<file path="config.mk">
export PLATFORM = sky130hd
export DESIGN_NAME = committed_xid_lru_cache
export DESIGN_NICKNAME = d
export VERILOG_FILES = /design/src/design/cxlc_pkg.sv /design/src/design/cxlc_ram.sv /design/src/design/committed_xid_lru_cache.sv
export SDC_FILE = /design/constraint.sdc
export NUM_CORES = 2
export LEC_CHECK = 0
export BUFFER_PORTS_ARGS = -buffer_cell sky130_fd_sc_hd__buf_2
export CORE_MARGIN = 3
export CORE_UTILIZATION = 45
export DETAILED_ROUTE_END_ITERATION = 6
export PLACE_DENSITY = 0.67
export SYNTH_ARGS = -nofsm -noshare
export SYNTH_HDL_FRONTEND = slang
export SYNTH_MEMORY_MAX_BITS = 65536
export SYNTH_SLANG_ARGS = --single-unit
</file>
<file path="constraint.sdc">
create_clock -name clk_i -period 6.3 [get_ports clk_i]
set_input_delay 0.63 -clock clk_i [delete_from_list [all_inputs] [get_ports clk_i]]
set_output_delay 0.63 -clock clk_i [all_outputs]
set_load 0.01 [all_outputs]
</file>
<file path="src/design/cxlc_pkg.sv">
// Package for the committed transaction id cache.
// Holds sizes, the stored entry layout and the sequencer state type.
// No dependencies.
`timescale 1ns / 1ps
`default_nettype none
package cxlc_pkg;

  // Number of entries the cache can hold.
  localparam int unsigned NumEntries = 64;
  // Width of an entry index and of an age rank.
  localparam int unsigned IdxW = $clog2(NumEntries);
  // Width of an entry count; it can hold NumEntries itself.
  localparam int unsigned CntW = IdxW + 1;
  // Width of the capacity register.
  localparam int unsigned CapW = 7;
  // Width of the key and value fields.
  localparam int unsigned XidW = 32;

  // One stored entry: key, value and recency rank (zero is most recent).
  typedef struct packed {
    logic [XidW-1:0] key;
    logic [XidW-1:0] value;
    logic [IdxW-1:0] age;
  } entry_t;

  localparam int unsigned EntryW = $bits(entry_t);

  // Operation codes carried in tuser.
  localparam logic FuncLookup = 1'b0;
  localparam logic FuncAdd    = 1'b1;

  // Sequencer states.
  typedef enum logic [1:0] {
    StIdle,
    StScan,
    StUpdate,
    StResp
  } state_e;

endpackage
`default_nettype wire

</file>
<file path="src/design/cxlc_ram.sv">
// Simple dual-port synchronous RAM holding the cache entries.
// Read data is registered. No dependencies.
`timescale 1ns / 1ps
`default_nettype none
module cxlc_ram #(
  parameter int unsigned Width = 8,
  parameter int unsigned Depth = 64
) (
  input  wire logic                     clk_i,
  input  wire logic                     we_i,
  input  wire logic [$clog2(Depth)-1:0] waddr_i,
  input  wire logic [Width-1:0]         wdata_i,
  input  wire logic [$clog2(Depth)-1:0] raddr_i,
  output logic      [Width-1:0]         rdata_o
);

  logic [Width-1:0] mem_q [Depth];

  // Write port.
  always_ff @(posedge clk_i) begin
    if (we_i) begin
      mem_q[waddr_i] <= wdata_i;
    end
  end

  // Registered read port.
  always_ff @(posedge clk_i) begin
    rdata_o <= mem_q[raddr_i];
  end

endmodule
`default_nettype wire

</file>
<file path="src/design/committed_xid_lru_cache.sv">
// Committed transaction id cache, top level: fully associative LRU store.
// Depends on cxlc_pkg and cxlc_ram.
//
// Usage:
//   The input stream carries one item per operation: tuser[0] selects a
//   lookup (0) or an add (1); tdata holds the local id (key, low 32 bits)
//   and the distributed id to store (high 32 bits). The output stream
//   returns exactly one item per input item: tdata holds the stored
//   distributed id on a lookup hit (else zero), tuser[0] is the hit flag
//   and tuser[1] the duplicate flag of an add.
//   The capacity register sits at APB address 0 (7 bits, reset 64).
// Timing:
//   Entries live in a dual-port RAM swept one entry per cycle. Every
//   item with a nonzero capacity takes one sweep that matches keys (and
//   on an add evicts and picks a free slot); a lookup hit or a real add
//   takes a second sweep that rewrites the age ranks. The result is then
//   loaded in the response state; a zero capacity skips both sweeps.
// Reset and stalls:
//   Reset empties the cache through per-entry valid flops, so no clearing
//   pass is needed. The result waits in an output register; the next item
//   is accepted while it waits, and a new result only stalls the sequencer
//   if the previous one has not been taken yet.
`timescale 1ns / 1ps
`default_nettype none
module committed_xid_lru_cache (
  input  wire logic        clk_i,
  input  wire logic        rst_ni,
  // Input items.
  input  wire logic        s_axis_tvalid_i,
  output logic             s_axis_tready_o,
  // tdata: [31:0] local_xid, [63:32] distrib_xid_in
  input  wire logic [63:0] s_axis_tdata_i,
  // tuser: [0] func
  input  wire logic [0:0]  s_axis_tuser_i,
  // Result items.
  output logic             m_axis_tvalid_o,
  input  wire logic        m_axis_tready_i,
  // tdata: [31:0] distrib_xid_out
  output logic      [31:0] m_axis_tdata_o,
  // tuser: [0] hit, [1] duplicate
  output logic      [1:0]  m_axis_tuser_o,
  // Configuration port.
  input  wire logic        psel,
  input  wire logic        penable,
  input  wire logic        pwrite,
  input  wire logic [2:0]  paddr,
  input  wire logic [31:0] pwdata,
  output logic      [31:0] prdata,
  output logic             pready
);

  localparam int unsigned N    = cxlc_pkg::NumEntries;
  localparam int unsigned IdxW = cxlc_pkg::IdxW;
  localparam int unsigned CntW = cxlc_pkg::CntW;
  localparam int unsigned CapW = cxlc_pkg::CapW;
  localparam int unsigned XidW = cxlc_pkg::XidW;
  localparam int unsigned CmpW = (CntW > CapW) ? CntW : CapW;

  // Configuration register.
  logic [CapW-1:0] capacity_q;

  assign pready = 1'b1;
  assign prdata = {{(32 - CapW){1'b0}}, capacity_q};

  always_ff @(posedge clk_i or negedge rst_ni) begin
    if (!rst_ni) begin
      capacity_q <= CapW'(N > 127 ? 127 : N);
    end else if (psel && penable && pwrite && pready && (paddr == 3'd0)) begin
      capacity_q <= pwdata[CapW-1:0];
    end
  end

  // Effective capacity, clipped to the number of entries.
  logic [CntW-1:0] cap_w;
  always_comb begin
    if (CmpW'(capacity_q) > CmpW'(N)) begin
      cap_w = CntW'(N);
    end else begin
      cap_w = CntW'(capacity_q);
    end
  end

  // Sequencer and item registers.
  cxlc_pkg::state_e state_q, state_d;
  logic [CntW-1:0] cnt_q;
  logic            func_q;
  logic [XidW-1:0] key_q, val_q;
  logic [N-1:0]    valid_q;
  logic [CntW-1:0] count_q;

  // Scan results.
  logic            found_q;
  logic [IdxW-1:0] slot_q;
  logic [IdxW-1:0] hit_age_q;
  logic [XidW-1:0] hit_val_q;
  logic            free_found_q;
  logic [IdxW-1:0] free_q;

  // Output register.
  logic            out_vld_q;
  logic [XidW-1:0] out_data_q;
  logic            out_hit_q, out_dup_q;

  // RAM interface.
  logic                   ram_we;
  logic [IdxW-1:0]        ram_raddr;
  cxlc_pkg::entry_t       ram_wdata;
  logic [cxlc_pkg::EntryW-1:0] ram_rdata_raw;
  cxlc_pkg::entry_t       ram_rdata;

  // Sweep position: address being read, and entry whose data arrives.
  logic [IdxW-1:0] jdx;
  logic            sweep_end, data_vld;

  cxlc_ram #(
    .Width(cxlc_pkg::EntryW),
    .Depth(N)
  ) u_ram (
    .clk_i  (clk_i),
    .we_i   (ram_we),
    .waddr_i(jdx),
    .wdata_i(ram_wdata),
    .raddr_i(ram_raddr),
    .rdata_o(ram_rdata_raw)
  );

  assign ram_rdata = cxlc_pkg::entry_t'(ram_rdata_raw);

  assign jdx       = IdxW'(cnt_q - CntW'(1));
  assign ram_raddr = cnt_q[IdxW-1:0];
  assign sweep_end = (cnt_q == CntW'(N));
  assign data_vld  = (cnt_q != '0);

  logic in_acc, out_free, disabled;
  assign in_acc   = s_axis_tvalid_i && s_axis_tready_o;
  assign out_free = !out_vld_q || m_axis_tready_i;
  assign disabled = (cap_w == '0);

  // Per-entry decisions during the scan sweep.
  logic evict_on, ev, live, match;
  assign evict_on = (func_q == cxlc_pkg::FuncAdd) && (count_q >= cap_w);
  assign ev       = valid_q[jdx] && evict_on &&
                    ({1'b0, ram_rdata.age} >= (cap_w - CntW'(1)));
  assign live     = valid_q[jdx] && !ev;
  assign match    = live && (ram_rdata.key == key_q);

  // Next state.
  always_comb begin
    state_d = state_q;
    case (state_q)
      cxlc_pkg::StIdle: begin
        if (in_acc) begin
          state_d = disabled ? cxlc_pkg::StResp : cxlc_pkg::StScan;
        end
      end
      cxlc_pkg::StScan: begin
        if (sweep_end) begin
          if (found_q || match) begin
            state_d = (func_q == cxlc_pkg::FuncAdd) ? cxlc_pkg::StResp
                                                    : cxlc_pkg::StUpdate;
          end else begin
            state_d = (func_q == cxlc_pkg::FuncAdd) ? cxlc_pkg::StUpdate
                                                    : cxlc_pkg::StResp;
          end
        end
      end
      cxlc_pkg::StUpdate: begin
        if (sweep_end) begin
          state_d = cxlc_pkg::StResp;
        end
      end
      cxlc_pkg::StResp: begin
        if (out_free) begin
          state_d = cxlc_pkg::StIdle;
        end
      end
      default: state_d = cxlc_pkg::StIdle;
    endcase
  end

  // Outputs of the sequencer: ready and the write-back of the age sweep.
  always_comb begin
    s_axis_tready_o = (state_q == cxlc_pkg::StIdle);
    ram_we          = 1'b0;
    ram_wdata       = ram_rdata;
    if (state_q == cxlc_pkg::StUpdate && data_vld) begin
      ram_we = 1'b1;
      if (func_q == cxlc_pkg::FuncAdd) begin
        if (jdx == free_q) begin
          ram_wdata.key   = key_q;
          ram_wdata.value = val_q;
          ram_wdata.age   = '0;
        end else if (valid_q[jdx]) begin
          ram_wdata.age = ram_rdata.age + IdxW'(1);
        end
      end else begin
        if (jdx == slot_q) begin
          ram_wdata.age = '0;
        end else if (valid_q[jdx] && (ram_rdata.age < hit_age_q)) begin
          ram_wdata.age = ram_rdata.age + IdxW'(1);
        end
      end
    end
  end

  // Control registers.
  always_ff @(posedge clk_i or negedge rst_ni) begin
    if (!rst_ni) begin
      state_q      <= cxlc_pkg::StIdle;
      cnt_q        <= '0;
      valid_q      <= '0;
      count_q      <= '0;
      found_q      <= 1'b0;
      free_found_q <= 1'b0;
      out_vld_q    <= 1'b0;
    end else begin
      state_q <= state_d;
      // A new result replaces the taken one; otherwise a taken result clears.
      if (state_q == cxlc_pkg::StResp && out_free) begin
        out_vld_q <= 1'b1;
      end else if (m_axis_tready_i) begin
        out_vld_q <= 1'b0;
      end
      case (state_q)
        cxlc_pkg::StIdle: begin
          cnt_q        <= '0;
          found_q      <= 1'b0;
          free_found_q <= 1'b0;
        end
        cxlc_pkg::StScan: begin
          cnt_q <= sweep_end ? '0 : cnt_q + CntW'(1);
          if (data_vld) begin
            if (ev) begin
              valid_q[jdx] <= 1'b0;
            end
            if (match) begin
              found_q <= 1'b1;
            end
            if (!live) begin
              free_found_q <= 1'b1;
            end
          end
          if (sweep_end && evict_on) begin
            count_q <= cap_w - CntW'(1);
          end
        end
        cxlc_pkg::StUpdate: begin
          cnt_q <= sweep_end ? '0 : cnt_q + CntW'(1);
          if (sweep_end && func_q == cxlc_pkg::FuncAdd) begin
            valid_q[free_q] <= 1'b1;
            count_q         <= count_q + CntW'(1);
          end
        end
        cxlc_pkg::StResp: begin
        end
        default: begin
          cnt_q <= '0;
        end
      endcase
    end
  end

  // Payload registers.
  always_ff @(posedge clk_i) begin
    if (in_acc) begin
      func_q <= s_axis_tuser_i[0];
      key_q  <= s_axis_tdata_i[XidW-1:0];
      val_q  <= s_axis_tdata_i[2*XidW-1:XidW];
    end
    if (state_q == cxlc_pkg::StScan && data_vld) begin
      if (match && !found_q) begin
        slot_q    <= jdx;
        hit_age_q <= ram_rdata.age;
        hit_val_q <= ram_rdata.value;
      end
      if (!live && !free_found_q) begin
        free_q <= jdx;
      end
    end
    if (state_q == cxlc_pkg::StResp && out_free) begin
      if (disabled) begin
        out_hit_q  <= 1'b0;
        out_dup_q  <= 1'b0;
        out_data_q <= '0;
      end else begin
        out_hit_q  <= found_q && (func_q == cxlc_pkg::FuncLookup);
        out_dup_q  <= found_q && (func_q == cxlc_pkg::FuncAdd);
        out_data_q <= (found_q && func_q == cxlc_pkg::FuncLookup) ? hit_val_q : '0;
      end
    end
  end

  assign m_axis_tvalid_o = out_vld_q;
  assign m_axis_tdata_o  = out_data_q;
  assign m_axis_tuser_o  = {out_dup_q, out_hit_q};

  // The held count always agrees with the valid flags between items.
  a_count_matches : assert property (@(posedge clk_i) disable iff (!rst_ni)
    (state_q == cxlc_pkg::StIdle) |-> ($countones(valid_q) == count_q))
    else $error("entry count disagrees with valid flags");

  // The RAM is only written during the age sweep.
  a_write_in_update : assert property (@(posedge clk_i) disable iff (!rst_ni)
    ram_we |-> (state_q == cxlc_pkg::StUpdate))
    else $error("RAM write outside the update sweep");

  // An add that reaches the update sweep has a free slot.
  a_free_slot : assert property (@(posedge clk_i) disable iff (!rst_ni)
    (state_q == cxlc_pkg::StUpdate && func_q == cxlc_pkg::FuncAdd) |-> free_found_q)
    else $error("add without a free slot");

  // The held count never exceeds the number of entries.
  a_count_bound : assert property (@(posedge clk_i) disable iff (!rst_ni)
    count_q <= CntW'(N))
    else $error("entry count out of range");

endmodule
`default_nettype wire
</file>
==> flow_summary_export.csv <==
group,metric,value,unit
clocking,cts_hold_buf,77,
setup_path,endpoint_kind,"flip-flop",
yosys,synthCells,7459,
worst_hold_path,min_path_cells,3,
setup_path,path_max_fanout,64,
sta,rsz0062_at_grt,"false",
floorplan,die_h,643.3,µm
cells_and_area,stdcell_area,209400,µm²
sta,setup_viol_count_final,0,
sta,timing.final.crit_share,86.72,%
pwr,power,88440,µW
floorplan,fp.dieW,643.3,µm
clocking,cts_resized,0,
cells_and_area,area_growth,14.55,%
routing,viasPerCell,6.257,
worst_hold_path,min_to,"capacity_q[1]",
cells_and_area,nNetsFinal,8170,
floorplan,io_pins,176,
routing,drt-initial-drc-count,11980,
floorplan,core,403500,µm²
routing,ant_nets,0,
placed_design,dp_hpwl,229500,µm
placed_design,dp.cells,12900,
setup_path,r2r_end,"u_ram.mem_q[42][3]",
sta,timing.fmax,0.1830,GHz
routing,first_pass_iters,7,
yosys,yosysWarnings,0,
yosys,synth_ff_type,"edfxtp_1",
setup_path,start_kind,"flip-flop",
yosys,ys_seq_area_share,78.05,%
yosys,yosys.area.top_type,"edfxtp_1",
pwr,swShare,26.64,%
sta,tns,0,ps
pwr,pwr-share-seq,46.3,%
routing,drc,0,
cells_and_area,drive_above_1_share,32.64,%
clocking,cts_tree,"done",
cells_and_area,fin_cells,13850,
grt,overflow,0,
setup_path,cp-startpoint,"cnt_q[0]",
setup_path,worstPathRequired,6980,ps
sta,relSlewSlack,13.09,%
clocking,clock_latency,1000,ps
setup_path,r2r_cells,11,
yosys,avgSynthCellArea,24.50,µm²
pwr,p_switching,23560,µW
setup_path,crit_arrival,6140,ps
setup_path,crit_type,"flip-flop to flip-flop",
worst_hold_path,hold_path.class,"input pin to flip-flop",
pwr,intPower,64880,µW
sta,worstMarginPinSlew,1304,ps
clocking,clockBufferDepth,4,
setup_path,rrSetupSlack,840,ps
setup_path,r2r-start,"cnt_q[0]",
status,status,"finished, final reports clean",
yosys,synth-seq-cells,4789,
clocking,clk_pin_slew_worst_paths,60,ps
routing,wirelength,482100,µm
grt,grt_first_pass_wirelength,676700,µm
placed_design,placement.cell_area,193200,µm²
sta,finalHoldViolCount,0,
yosys,synth.area.top_cells,"edfxtp_1 (76%), mux4_2 (18%), dfrtp_1 (1.2%)",
grt,grt_usage,23.13,%
grt,grt_pass1_vias,87540,
floorplan,start_util,45.30,%
sta,final.min_clock_period,5463,ps
routing,wl_per_cell,34.80,µm
yosys,synth-edff-count,4629,
clocking,cts-root-buf,"clkbuf_16",
yosys,yosys.cell_types.count,72,
pwr,power.leakage,0.06407,µW
grt,antenna_found_initial,6,
placed_design,io_buffer_count,124,
pwr,p_per_area,422.4,nW/µm²
worst_hold_path,min_from,"paddr[0]",
sta,fin_worst_skew,79.26,ps
placed_design,place_congestion,0.8149,
pwr,pwr-share-clk,31.4,%
yosys,yosysTopAreaCellShare,76.05,%
routing,dr_total_vias,86680,
pwr,pwr-share-comb,22.3,%
yosys,synthArstFlopShare,1.879,%
job,cap_violations,0,
floorplan,rows,233,
clocking,htree_levels,5,
pwr,peakVddDrop,0.3848,mV
yosys,syn_area,182800,µm²
floorplan,die_area,413800,µm²
sta,drv_slew,0,
clocking,cts_buffers,462,
grt,grt_start_max_net_pins,145,
clocking,cts_setup_buffers,0,
clocking,clock-sinks,4789,
## layout make-up
| class | count | area [µm²] |
|---|---|---|
| timing repair buffer | 493 | 5450 |
| clock inverter | 248 | 2586 |
| sequential | 4789 | 142700 |
| inverter | 29 | 116.4 |
| antenna | 5 | 12.51 |
| fill | 30350 | 194100 |
| multi-input combinational | 2259 | 38950 |
| clock buffer | 626 | 12800 |
| tap | 5405 | 6763 |
## metrics by stage
step,setup slack [ps],hold slack (ps),util (%)
after floorplan,-61.06,334.4,-
after global placement,957.7,416.0,47.88
after detailed placement,853.2,423.4,47.88
after CTS,842.5,59.93,51.88
after global routing,462.3,138.1,51.89
final,836.8,150.7,51.89
## registers in the layout, summed over array words and instances, names as in the netlist
name / count
u_ram.mem_q: 4480
u_ram.rdata_o: 70
valid_q: 64
hit_val_q: 32
key_q: 32
m_axis_tdata_o: 32
val_q: 32
capacity_q: 7
cnt_q: 7
count_q: 7
free_q: 6
hit_age_q: 6
slot_q: 6
state_q: 2
found_q: 1
free_found_q: 1
func_q: 1
m_axis_tvalid_o: 1
out_dup_q: 1
out_hit_q: 1
## cells in the final DEF (no fill, tap or decap), types with 8 or more instances in the layout
master         instances
edfxtp_1            4629
clkinv_2              99
clkinvlp_4            10
clkbuf_16            469
xnor2_1               46
buf_4                144
nor2_4                66
clkbuf_8              47
buf_2                123
buf_12               149
nand2_1               61
nand4_1               15
and3_1                15
a41oi_1               31
mux2i_1                9
clkinv_1              72
nor2_1                46
mux2_2                70
conb_1                26
a21oi_1              104
nand3_1               31
mux4_2              1477
a21o_1                 8
dlygate4sd3_1         77
o21ai_0               19
and2_1                39
dfrtp_1               84
clkinv_16             12
ha_1                  29
nor3_1                47
clkbuf_1             110
inv_1                 24
dfxtp_1               70
nand2b_1               9
bufinv_16             39
## worst max path at each step
| stage | endpoint | slack, ps | cells past startpoint |
|---|---|---|---|
| detailed placement | free_q[1] | 850 | 10 |
| global placement | hit_val_q[6] | 960 | 11 |
| finish | u_ram.mem_q[42][3] | 840 | 11 |
| global route | free_q[5] | 460 | 10 |
| floorplan | u_ram.mem_q[53][0] | -60 | 13 |
| CTS | u_ram.mem_q[54][3] | 840 | 11 |
## cells in the mapped netlist (15+ instances only)
master and n:
a21oi_1 104, a41oi_1 33, and2_1 41, and3_1 17
buf_1 91, buf_4 28, clkbuf_1 266, dfrtp_1 89
dfxtp_1 70, edfxtp_1 4629, ha_1 29, inv_1 24
mux2_2 70, mux4_2 1477, nand2_1 61, nand3_1 31
nand4_1 15, nor2_1 112, nor3_1 47, o21ai_0 19
xnor2_1 47
## power groups by stage
stage	logic (µW)	registers, µW	clock network [µW]
finish	19700	40900	27800
global route	21200	41000	29500
CTS	20000	41000	28200
detailed placement	19900	41600	0
global placement	19200	41600	0
floorplan	14100	41400	0
## logic make-up after synthesis
group | after synthesis | synth area share (%)
simple gates | 369 | 1.001
mux | 1556 | 18.68
flops | 4789 | 78.05
compound gates | 224 | 0.7955
xor+xnor | 55 | 0.2711
other cells | 2 | 0.004109
fa+ha+maj | 29 | 0.1985
buf+inv | 435 | 0.9961
## worst max-delay path, cell delays in order, from the launching register on
cell and delay [ps]:
dfrtp_4 600, buf_4 620, nor3_1 220, xnor2_1 850, inv_2 260, a211oi_2 690, a32o_1 300, and4b_4 260
and2_1 300, a21o_1 270, a41oi_4 220, buf_4 500
## per-layer routing
layer / share of wire [%] / vias up / routed length [µm] / global-route usage [%]
li1: - / 33430 / - / -
met3: 9.3 / 880 / 45020 / 3.986
met2: 51 / 5061 / 245300 / 39.20
met5: 0 / - / 0 / 0
met1: 36 / 47310 / 175600 / 30.73
met4: 3.4 / 0 / 16210 / 7.192
Power figures use the tool's default switching activity.
